--- src/sac_pkg.sv ---
`timescale 1ns / 1ps
// ----------------------------------------------------------------------------
// sac_pkg: shared types and constants of the segment allocation checker
// Table size, address width, action and status codes, and the structs that
// travel along the cell chain and from the controller to every cell.
// ----------------------------------------------------------------------------
package sac_pkg;

	localparam int ENTRIES   = 16;
	localparam int ADDR_BITS = 16;
	localparam int PID_BITS  = 8;
	localparam int CNT_W     = $clog2(ENTRIES + 1);

	localparam logic [1:0] ACT_ALLOC  = 2'd0;
	localparam logic [1:0] ACT_ACCESS = 2'd1;
	localparam logic [1:0] ACT_CLEAR  = 2'd2;

	typedef enum logic [1:0] {
		ST_OK    = 2'd0,
		ST_FAULT = 2'd1,
		ST_FULL  = 2'd2
	} status_t;

	// request and running results, handed from cell to cell
	typedef struct packed {
		logic [PID_BITS-1:0]  pid;
		logic [ADDR_BITS-1:0] base;
		logic [ADDR_BITS:0]   end_addr;
		logic                 overlap;
		logic                 hit;
		logic                 hit_ok;
		logic                 free_found;
		logic [CNT_W-1:0]     used;
		logic [CNT_W-1:0]     owned;
	} token_t;

	// table update broadcast to all cells at the end of a pass
	typedef struct packed {
		logic                 clear;
		logic                 purge;
		logic                 store;
		logic [PID_BITS-1:0]  pid;
		logic [ADDR_BITS-1:0] base;
		logic [ADDR_BITS-1:0] length;
	} commit_t;

endpackage

--- src/sac_cell.sv ---
`timescale 1ns / 1ps
// ----------------------------------------------------------------------------
// sac_cell: one segment slot of the checker chain
// Holds one segment, folds its checks into the passing token, registers the
// token for the next cell and applies the table update broadcast.
// ----------------------------------------------------------------------------
module sac_cell (
	input  logic            clk,
	input  logic            arst_n,
	input  logic            tok_vld_in,
	input  sac_pkg::token_t tok_in,
	output logic            tok_vld_out,
	output sac_pkg::token_t tok_out,
	input  logic            cmt_vld,
	input  sac_pkg::commit_t cmt
);

	logic                          valid_q;
	logic                          cand_q;
	logic [sac_pkg::ADDR_BITS-1:0] base_q;
	logic [sac_pkg::ADDR_BITS-1:0] len_q;
	logic [sac_pkg::PID_BITS-1:0]  owner_q;
	logic [sac_pkg::ADDR_BITS:0]   seg_end;
	logic                          own_match;
	logic                          contains;
	sac_pkg::token_t               tok_nxt;

	// fold this slot's checks into the token
	always_comb begin
		seg_end   = {1'b0, base_q} + {1'b0, len_q};
		own_match = (owner_q == tok_in.pid);
		contains  = (tok_in.base >= base_q) && ({1'b0, tok_in.base} <= seg_end);
		tok_nxt   = tok_in;
		if (valid_q) begin
			if (({1'b0, tok_in.base} <= seg_end) && ({1'b0, base_q} <= tok_in.end_addr))
				tok_nxt.overlap = 1'b1;
			tok_nxt.used = tok_in.used + sac_pkg::CNT_W'(1);
			if (own_match)
				tok_nxt.owned = tok_in.owned + sac_pkg::CNT_W'(1);
			if (own_match && contains && !tok_in.hit) begin
				tok_nxt.hit    = 1'b1;
				tok_nxt.hit_ok = (tok_in.end_addr <= seg_end);
			end
		end else if (!tok_in.free_found) begin
			tok_nxt.free_found = 1'b1;
		end
	end

	// pass the token on
	always_ff @(posedge clk or negedge arst_n) begin
		if (!arst_n) begin
			tok_vld_out <= 1'b0;
		end else begin
			tok_vld_out <= tok_vld_in;
		end
	end

	// payload and slot-candidate mark for the current pass
	always_ff @(posedge clk) begin
		if (tok_vld_in) begin
			tok_out <= tok_nxt;
			cand_q  <= !valid_q && !tok_in.free_found;
		end
	end

	// apply clear, purge or store
	always_ff @(posedge clk or negedge arst_n) begin
		if (!arst_n) begin
			valid_q <= 1'b0;
		end else if (cmt_vld) begin
			if (cmt.clear)
				valid_q <= 1'b0;
			else if (cmt.purge && valid_q && (owner_q == cmt.pid))
				valid_q <= 1'b0;
			else if (cmt.store && cand_q)
				valid_q <= 1'b1;
		end
	end

	// segment fields, written on a store into this slot
	always_ff @(posedge clk) begin
		if (cmt_vld && cmt.store && !cmt.clear && cand_q) begin
			base_q  <= cmt.base;
			len_q   <= cmt.length;
			owner_q <= cmt.pid;
		end
	end

endmodule

--- src/segment_allocation_checker_top.sv ---
`timescale 1ns / 1ps
// ----------------------------------------------------------------------------
// segment_allocation_checker_top: segment table with bounds and owner checks
// Input channel (in_valid/in_ready) carries action, pid, base and length.
// Output channel (out_valid/out_ready) returns status and entries_used, one
// item per request. The cfg channel (cfg_valid/cfg_ready) writes
// total_memory; write it only while no request is in flight.
// Each request runs as a token down a chain of ENTRIES cells, one cell per
// cycle, each cell holding one segment. At the end of the chain the
// controller decides the result and broadcasts a clear, purge or store to
// all cells at once. An accepted request is registered as the entry token,
// passes the register of each cell, is held at the chain end and is then
// loaded into the output register. One request is processed at a time.
// A finished result sits in the output register; the next request may be
// accepted while it waits. If the receiver stalls longer than one pass, the
// controller holds the next result until the output register frees.
// Reset clears all segment valid bits and sets total_memory to 65535; no
// clearing pass is needed.
// ----------------------------------------------------------------------------
module segment_allocation_checker_top (
	input  logic                          clk,
	input  logic                          arst_n,
	input  logic                          in_valid,
	output logic                          in_ready,
	input  logic [1:0]                    action,
	input  logic [sac_pkg::PID_BITS-1:0]  pid,
	input  logic [sac_pkg::ADDR_BITS-1:0] base,
	input  logic [sac_pkg::ADDR_BITS-1:0] length,
	output logic                          out_valid,
	input  logic                          out_ready,
	output logic [1:0]                    status,
	output logic [sac_pkg::CNT_W-1:0]     entries_used,
	input  logic                          cfg_valid,
	output logic                          cfg_ready,
	input  logic [sac_pkg::ADDR_BITS-1:0] total_memory
);

	typedef enum logic [2:0] {
		S_IDLE   = 3'b001,
		S_SCAN   = 3'b010,
		S_RESULT = 3'b100
	} state_t;

	state_t                          state_q;
	logic [sac_pkg::ADDR_BITS-1:0]   total_q;
	logic [1:0]                      act_q;
	logic [sac_pkg::ADDR_BITS-1:0]   len_q;
	logic                            inj_vld_q;
	sac_pkg::token_t                 inj_tok_q;
	logic [sac_pkg::ENTRIES:0]       tok_vld;
	sac_pkg::token_t                 tok [sac_pkg::ENTRIES+1];
	logic                            cmt_vld;
	sac_pkg::commit_t                cmt;
	sac_pkg::token_t                 tail;
	sac_pkg::status_t                res_status;
	logic [sac_pkg::CNT_W-1:0]       res_count;
	sac_pkg::status_t                hold_status_q;
	logic [sac_pkg::CNT_W-1:0]       hold_count_q;
	logic                            out_free;

	assign cfg_ready  = 1'b1;
	assign in_ready   = (state_q == S_IDLE);
	assign tail       = tok[sac_pkg::ENTRIES];
	assign out_free   = !out_valid || out_ready;
	assign tok_vld[0] = inj_vld_q;
	assign tok[0]     = inj_tok_q;

	// configuration register
	always_ff @(posedge clk or negedge arst_n) begin
		if (!arst_n) begin
			total_q <= {sac_pkg::ADDR_BITS{1'b1}};
		end else if (cfg_valid) begin
			total_q <= total_memory;
		end
	end

	// latch the request and build the entry token
	always_ff @(posedge clk) begin
		if (in_valid && in_ready) begin
			act_q                  <= action;
			len_q                  <= length;
			inj_tok_q.pid          <= pid;
			inj_tok_q.base         <= base;
			inj_tok_q.end_addr     <= {1'b0, base} + {1'b0, length};
			inj_tok_q.overlap      <= 1'b0;
			inj_tok_q.hit          <= 1'b0;
			inj_tok_q.hit_ok       <= 1'b0;
			inj_tok_q.free_found   <= 1'b0;
			inj_tok_q.used         <= '0;
			inj_tok_q.owned        <= '0;
		end
	end

	// inject a token on acceptance
	always_ff @(posedge clk or negedge arst_n) begin
		if (!arst_n) begin
			inj_vld_q <= 1'b0;
		end else begin
			inj_vld_q <= in_valid && in_ready;
		end
	end

	// chain of segment cells
	for (genvar g = 0; g < sac_pkg::ENTRIES; g++) begin : g_cell
		sac_cell u_cell (
			.clk         (clk),
			.arst_n      (arst_n),
			.tok_vld_in  (tok_vld[g]),
			.tok_in      (tok[g]),
			.tok_vld_out (tok_vld[g+1]),
			.tok_out     (tok[g+1]),
			.cmt_vld     (cmt_vld),
			.cmt         (cmt)
		);
	end

	// decide result and table update when the token leaves the chain
	always_comb begin
		cmt_vld    = (state_q == S_SCAN) && tok_vld[sac_pkg::ENTRIES];
		cmt.clear  = 1'b0;
		cmt.purge  = 1'b0;
		cmt.store  = 1'b0;
		cmt.pid    = tail.pid;
		cmt.base   = tail.base;
		cmt.length = len_q;
		res_status = sac_pkg::ST_OK;
		res_count  = tail.used;
		unique case (act_q)
			sac_pkg::ACT_ALLOC: begin
				if ((tail.end_addr > {1'b0, total_q}) || tail.overlap) begin
					cmt.purge  = 1'b1;
					res_status = sac_pkg::ST_FAULT;
					res_count  = tail.used - tail.owned;
				end else if (!tail.free_found) begin
					res_status = sac_pkg::ST_FULL;
				end else begin
					cmt.store  = 1'b1;
					res_count  = tail.used + sac_pkg::CNT_W'(1);
				end
			end
			sac_pkg::ACT_ACCESS: begin
				if (!(tail.hit && tail.hit_ok)) begin
					cmt.purge  = 1'b1;
					res_status = sac_pkg::ST_FAULT;
					res_count  = tail.used - tail.owned;
				end
			end
			sac_pkg::ACT_CLEAR: begin
				cmt.clear = 1'b1;
				res_count = '0;
			end
			default: begin
			end
		endcase
	end

	// sequence the pass and the output register
	always_ff @(posedge clk or negedge arst_n) begin
		if (!arst_n) begin
			state_q   <= S_IDLE;
			out_valid <= 1'b0;
		end else begin
			// load a finished result, or drop the item once taken
			if (state_q == S_RESULT && out_free)
				out_valid <= 1'b1;
			else if (out_ready)
				out_valid <= 1'b0;
			unique case (state_q)
				S_IDLE: begin
					if (in_valid)
						state_q <= S_SCAN;
				end
				S_SCAN: begin
					if (tok_vld[sac_pkg::ENTRIES])
						state_q <= S_RESULT;
				end
				S_RESULT: begin
					if (out_free)
						state_q <= S_IDLE;
				end
				default: state_q <= S_IDLE;
			endcase
		end
	end

	// hold the result, then move it to the output register
	always_ff @(posedge clk) begin
		if (cmt_vld) begin
			hold_status_q <= res_status;
			hold_count_q  <= res_count;
		end
		if (state_q == S_RESULT && out_free) begin
			status       <= hold_status_q;
			entries_used <= hold_count_q;
		end
	end

	// no new item while a token is in the chain
	assert property (@(posedge clk) disable iff (!arst_n)
		(|tok_vld) |-> !in_ready)
		else $error("item accepted during a pass");

	// only one token in flight
	assert property (@(posedge clk) disable iff (!arst_n)
		$onehot0(tok_vld))
		else $error("more than one token in the chain");

	// a store needs a free slot found during the pass
	assert property (@(posedge clk) disable iff (!arst_n)
		(cmt_vld && cmt.store) |-> tail.free_found && !tail.overlap)
		else $error("store without a free slot");

	// reported count stays within the table
	assert property (@(posedge clk) disable iff (!arst_n)
		out_valid |-> (entries_used <= sac_pkg::CNT_W'(sac_pkg::ENTRIES)))
		else $error("entry count beyond table size");

endmodule

--- config.mk ---
export PLATFORM = sky130hd
export DESIGN_NAME = segment_allocation_checker_top
export DESIGN_NICKNAME = d
export VERILOG_FILES = /design/src/sac_pkg.sv /design/src/sac_cell.sv /design/src/segment_allocation_checker_top.sv
export SDC_FILE = /design/constraint.sdc
export NUM_CORES = 2
export LEC_CHECK = 0
export ABC_AREA = 1
export BUFFER_PORTS_ARGS = -buffer_cell sky130_fd_sc_hd__buf_2
export CAP_MARGIN = 20
export CELL_PAD_IN_SITES_DETAIL_PLACEMENT = 1
export CELL_PAD_IN_SITES_GLOBAL_PLACEMENT = 1
export CORE_ASPECT_RATIO = 1.5
export CORE_UTILIZATION = 30
export CTS_CLUSTER_SIZE = 12
export DETAILED_ROUTE_END_ITERATION = 12
export PLACE_DENSITY = 0.57
export SLEW_MARGIN = 20
export SYNTH_ARGS = -nofsm -noshare
export SYNTH_HDL_FRONTEND = slang
export SYNTH_HIERARCHICAL = 1
export SYNTH_SLANG_ARGS = --single-unit
--- constraint.sdc ---
create_clock -name clk -period 5 [get_ports clk]
set_input_delay 0.5 -clock clk [delete_from_list [all_inputs] [get_ports clk]]
set_output_delay 0.5 -clock clk [all_outputs]
set_load 0.02 [all_outputs]
Yosys cells after proc, flatten, opt, wreduce, memory -nomap -nowiden
Index checks and enable logic that the tools add are counted.

storage, ports and cells
  register bits = 1655
  output and inout port bits = 10
  logic and storage cells = 789

cells by class
  $add $sub $neg = 49
  magnitude comparators = 65
  equality and inequality tests = 40
  multiplexer cells = 147
  reduce and logical (&&, ||, !) cells = 234

operators by type and width
  operator               count
  $le A16 B17 Y1         32
  $add A16 B16 Y17       17
  $le A17 B17 Y1         16
  $eq A8 B8 Y1           32
  $ge A16 B16 Y1         16
  $logic_and A1 B1 Y1    148
  $add A5 B1 Y5 const B  29
  $mux W10               14
  $mux W5                18
  $mux W1                74
  $mux W3                18
  $logic_not A1 Y1       48
  $reduce_bool A3 Y1     16
  $mux W2                18
  $reduce_and A2 Y1      17
  $gt A17 B16 Y1         1
  $pmux W5 S3            1
  $pmux W3 S3            1
  $mux W6                1
  $sub A5 B5 Y5          1
  $ne A2 B2 Y1 const B   2
  $pmux W2 S2            1
  $add A2 B1 Y3 const B  1
  $eq A3 B1 Y1 const B   1
  11 further kinds       12

Depth between registers and ports, before layout
  depth in word-level cells = 8
  depth in mapped cells = 26

By module
Netlist, hierarchy kept.

by module, submodules not included
  module                            times used  cells each  area each (um^2)  sequential area each (um^2)
  sac_cell (g_cell[14].u_cell ...)  8           538         5781.8            2932.8
  sac_cell (g_cell[10].u_cell ...)  7           532         5758.0            2932.8
  sac_cell (g_cell[0].u_cell)       1           533         5755.5            2932.8
  segment_allocation_checker_top    1           432         4713.3            2738.9

Worst setup path before layout
OpenSTA, ideal clock, no wires.

  kind = reg2reg
  start = reg total_q[8] in the netlist's numbering
  end = reg g_cell[0].u_cell/base_q[0] in the netlist's numbering, enable pin
  library setup time = 0.438 ns
  arrival time = 4.046 ns
  data required time = 4.562 ns
  setup slack = 0.517 ns
  cell stages (with the launch flop) = 15
  path buffers = 0
  path through = dfstp_2 -> inv_1 -> ha_1 -> a21oi_1 -> and2_1 -> nand2_1 -> nand2_1 -> nand2_2 -> nand2_4 -> nand2_4 -> inv_2 -> nand2_1 -> nor2_1 -> nand3_1 -> nor2_1

RTL lines
  item                    line                                  RTL
  from (decl)             segment_allocation_checker_top.sv:45  logic [sac_pkg::ADDR_BITS-1:0] total_q;
  from (signal assigned)  segment_allocation_checker_top.sv:71  total_q <= {sac_pkg::ADDR_BITS{1'b1}};
  from (signal assigned)  segment_allocation_checker_top.sv:73  total_q <= total_memory;
  to (signal assigned)    sac_cell.sv:83                        base_q <= cmt.base;
  to (decl)               sac_cell.sv:20                        logic [sac_pkg::ADDR_BITS-1:0] base_q;

==> results.tsv <==
stage	metric	value	unit
yosys	avgSynthCellArea	10.8	um^2
clock_tree	cts_made_buffers	191	
die	die_width	466	um
clock_tree	post_cts_resized	0	
clock_tree	ctsHtreeMaxLevel	4	
power	combPwrFrac	20.0	%
setup_path	start_kind	flop	
placement	portBuffers	71	
yosys	yosysWarningCount	6	
grt	grt_pass1_wl	465	mm
drt	drt-total-wl	315	mm
sta	setup_viol	0	
setup_path	crit_chain	ha_1 -> fa_1 -> nand3_1 -> nand2_1 -> nand2_1 -> o211ai_2 -> nand3_1 -> nor2_1 -> nor2_1 -> o21ai_0 -> xor2_1 -> ha_1 -> nand2_1 -> inv_1 -> nand4_1 -> nor3_1 -> nand3_1 -> nand2_1 -> inv_1 -> nand2_2 -> nand4_1 -> nand2_1 -> inv_1	
placement	hpwl	242	mm
power	p_int	29.0	mW
yosys	netlist_area	0.0970	mm^2
sta	finalSetupTns	0	ps
grt	overflow	0	
setup_path	cp-startpoint	g_cell[12].u_cell/base_q[0]$_DFFE_PP_	
setup_path	reg2reg_slack	990	ps
setup_path	end_kind	flop	
setup_path	rr_endpoint	g_cell[12].u_cell/tok_out[11]$_DFFE_PP_	
sta	grt_setup_unrepaired	no	
sta	fin_skew	94.1	ps
setup_path	criticalPathCategory	reg2reg	
worst_hold_path	hold_path.class	in2reg	
yosys	netlist-cell-type-count	54	
setup_path	r2r_start	g_cell[12].u_cell/base_q[0]$_DFFE_PP_	
grt	antenna_found_initial	29	
power	clkPwrFrac	32.0	%
clock_tree	cts_sinks	1662	
final_layout	final_cell_count_no_fill	13828	
sta	fin_crit_sh	80.1	%
setup_path	critPathArrivalTime	4680	ps
sta	period_minus_slack	4010	ps
setup_path	slowest_stage	edfxtp_1	
drt	remaining_drc_errors	0	
drt	firstDrtPassIters	5	
clock_tree	insertion_delay	900	ps
grt	grt_max_degree	61	
setup_path	cp-endpoint	g_cell[12].u_cell/tok_out[11]$_DFFE_PP_	
yosys	synth-edff-count	1609	
drt	route.met2.wl	178	mm
clock_tree	clockBufferDepth	4	
yosys	yosysSeqAreaShare	51.2	%
setup_path	rr_worst_depth	23	
drt	wl_met3	9.85	mm
yosys	synthArstFlopShare	3.19	%
setup_path	max_stage_delay	450	ps
yosys	synthFlopType	edfxtp_1	
setup_path	worst-path-stages	23	
grt	grtUsageTotal	19.2	%
die	die_y	699	um
clock_tree	clkTransAtPathRegs	60	ps
sta	worst_pin_slew	1000	ps
setup_path	cp_top_family	simple AND/OR/NAND/NOR gates	
power	power.density	390	mW/mm^2
yosys	syn_inst	8993	
sta	maxSlewViolCount	0	
drt	ant_nets	0	
power	leakage	46.4	nW
die	initial_core_util	30.2	%
die	ios	73	
sta	fmax	0.250	GHz
drt	drt-met1-wl	114	mm
grt	grt_pass1_vias	73773	
drt	viasPerCell	4.89	
drt	avgRoutedWirePerCell	22.8	um
placement	gp_congestion	0.892	
die	fp.dieArea	0.326	mm^2
die	rows	255	
setup_path	cp.required	5670	ps
yosys	synth_seq_cells	1662	
final_layout	area_growth_syn_to_layout	13.5	%
run	drv_cap	0	
drt	drt_iter0_markers	2952	
drt	top_layer_used	met4	
placement	dp_cells	13396	
power	switching_share	32.5	%
power	netSwitchingPower	14.0	mW
final_layout	fin_nets	10824	
clock_tree	cts_tree	built	
final_layout	drive_gt1_share	9.95	%
sta	hold_violations	0	
drt	dr_total_vias	67642	
die	coreArea	0.322	mm^2
sta	max_slew_margin	33.1	%
power	ir_drop	0.296	mV
setup_path	critical_path_buf_inv_count	3	
power	pwr-share-seq	48.0	%
status	status	complete, no violations	
setup_path	worstPathMaxFanout	4	
setup_path	crit_top_cell	nand2_1	
clock_tree	cts-root-buf	clkbuf_16	
[power groups by stage]
stage	Clock (mW)	Combinational [mW]	Sequential, mW
floorplan	0	4.41	20.4
global placement	0	8.34	20.9
detailed placement	0	8.74	21.0
CTS	14.2	8.83	20.7
global route	14.6	9.70	20.8
finish	13.7	8.62	20.6
[layer usage]
layer  vias to the layer above  global-route usage, %
met3                       517                   2.23
met2                       970                   38.5
met5                         -                      0
li1                      32389                      -
met4                         0                   8.30
met1                     33766                   19.4
[what timing repair did]
action	in CTS	in global routing
endpoints found under the hold margin	97	0
buffers inserted	0	0
hold buffers	61	0
[how the worst min path moves through the flow]
stage / endpoint / slack (ps) / cells after the start / startpoint
2_1_floorplan: g_cell[0].u_cell/tok_vld_out$_DFF_PN0_ / 200 / 0 / arst_n
3_3_place_gp: g_cell[10].u_cell/tok_vld_out$_DFF_PN0_ / 380 / 0 / g_cell[9].u_cell/tok_vld_out$_DFF_PN0_
3_5_place_dp: g_cell[10].u_cell/tok_vld_out$_DFF_PN0_ / 390 / 0 / g_cell[9].u_cell/tok_vld_out$_DFF_PN0_
4_1_cts: total_q[9]$_DFFE_PN1P_ / 3 / 3 / cfg_valid
5_1_grt: total_q[8]$_DFFE_PN1P_ / 70 / 3 / cfg_valid
6_report: total_q[9]$_DFFE_PN1P_ / 60 / 3 / cfg_valid
[stage by stage]
stage	setup slack [ps]	utilization [%]	power [mW]	area [um^2]	hold WS, ps
after global placement	1100	32.2	29.3	104000	375
after global routing	698	34.2	45.1	110000	67.7
after CTS	954	34.2	43.7	110000	2.60
final	994	34.3	43.0	110000	58.0
after floorplan	517	-	24.8	97100	204
after detailed placement	1030	32.2	29.7	104000	389
[worst register-to-register path: cells and delay by family (launching register included)]
kind	cells	cell delay (ps)
buf+inv	3	200
compound gates	2	230
simple gates	14	1780
fa+ha+maj	3	960
flops	1	450
xor+xnor	1	190
[cells in the mapped netlist, types with 9 or more instances]
cell type / number / area, um^2
nand3_2: 73 / 731
xor2_1: 191 / 1670
o21ai_0: 136 / 681
nor2_1: 346 / 1300
o221ai_1: 16 / 140
dfstp_2: 17 / 447
a211oi_1: 17 / 128
o21ai_1: 9 / 45.0
inv_1: 1308 / 4910
ha_1: 1333 / 16700
a21o_1: 16 / 120
o21bai_1: 25 / 188
o211ai_2: 16 / 200
edfxtp_1: 1609 / 48300
xnor2_1: 278 / 2430
o211ai_1: 27 / 203
nand4_1: 303 / 1900
a22oi_1: 17 / 128
nor2_4: 16 / 180
nand4_2: 10 / 125
nand2_4: 10 / 113
a21oi_2: 30 / 263
fa_1: 18 / 360
nand2_2: 98 / 613
nor2_2: 25 / 156
a31o_2: 16 / 140
o31ai_1: 24 / 180
or2_2: 144 / 901
a21oi_1: 618 / 3090
a31o_1: 32 / 280
nor3_1: 160 / 801
a221oi_1: 15 / 131
nand3b_1: 9 / 67.6
a31oi_1: 23 / 144
a21oi_4: 16 / 260
nor4_1: 40 / 250
nand2_1: 1500 / 5630
dfrtp_1: 36 / 901
inv_2: 26 / 97.6
nand3_1: 295 / 1480
clkbuf_1: 19 / 71.3
a21boi_0: 16 / 120
o21a_1: 24 / 180
[flip-flops by register name, indices dropped and copies added, names as in the netlist]
signal	cells
g_cell.u_cell/owner_q	128
entries_used	5
hold_status_q	2
status	2
g_cell.u_cell/len_q	256
g_cell.u_cell/cand_q	16
total_q	16
g_cell.u_cell/tok_out	880
len_q	16
inj_vld_q	1
state_q	3
out_valid	1
hold_count_q	5
g_cell.u_cell/tok_vld_out	16
g_cell.u_cell/base_q	256
g_cell.u_cell/valid_q	16
act_q	2
inj_tok_q	41
[layout by cell type (no fill, tap or decap), types with 20 or more instances in the layout]
cell	count
dfrtp_1	20
ha_1	1333
conb_1	31
xnor2_1	278
a21oi_1	618
nand2_1	1500
edfxtp_1	1609
inv_2	26
nand2_2	98
o21a_1	24
o31ai_1	24
a31o_1	32
buf_4	84
nor2_1	326
buf_2	70
a31oi_1	23
nand3_1	295
nor2_4	35
diode_2	35
a21oi_2	30
clkinv_2	30
o21ai_0	135
clkinv_1	33
o211ai_1	27
xor2_1	191
nor4_1	39
clkbuf_1	48
or2_2	144
dlygate4sd3_1	61
o21bai_1	25
nand4_1	303
nor3_1	160
clkbuf_16	194
nand3_2	73
nor2_2	26
inv_1	1308
[cell type report]
cell class                      count  area (um^2)
Fill cell                       35726       211000
Sequential cell                  1662        49700
Multi-Input combinational cell   6006        42600
Tap cell                         4240         5310
Clock buffer                      248         5120
Inverter                         1334         5010
Timing Repair Buffer              215         1590
Clock inverter                     88          817
Antenna cell                       35         87.6
[kinds of logic after synthesis]
logic type,synth area share [%]
mux,0.0116
simple gates,14.8
other cells,0.00774
fa+ha+maj,17.6
xor+xnor,4.23
buf+inv,5.24
flops,51.2
compound gates,6.96
(Power assumes the default switching activity.)
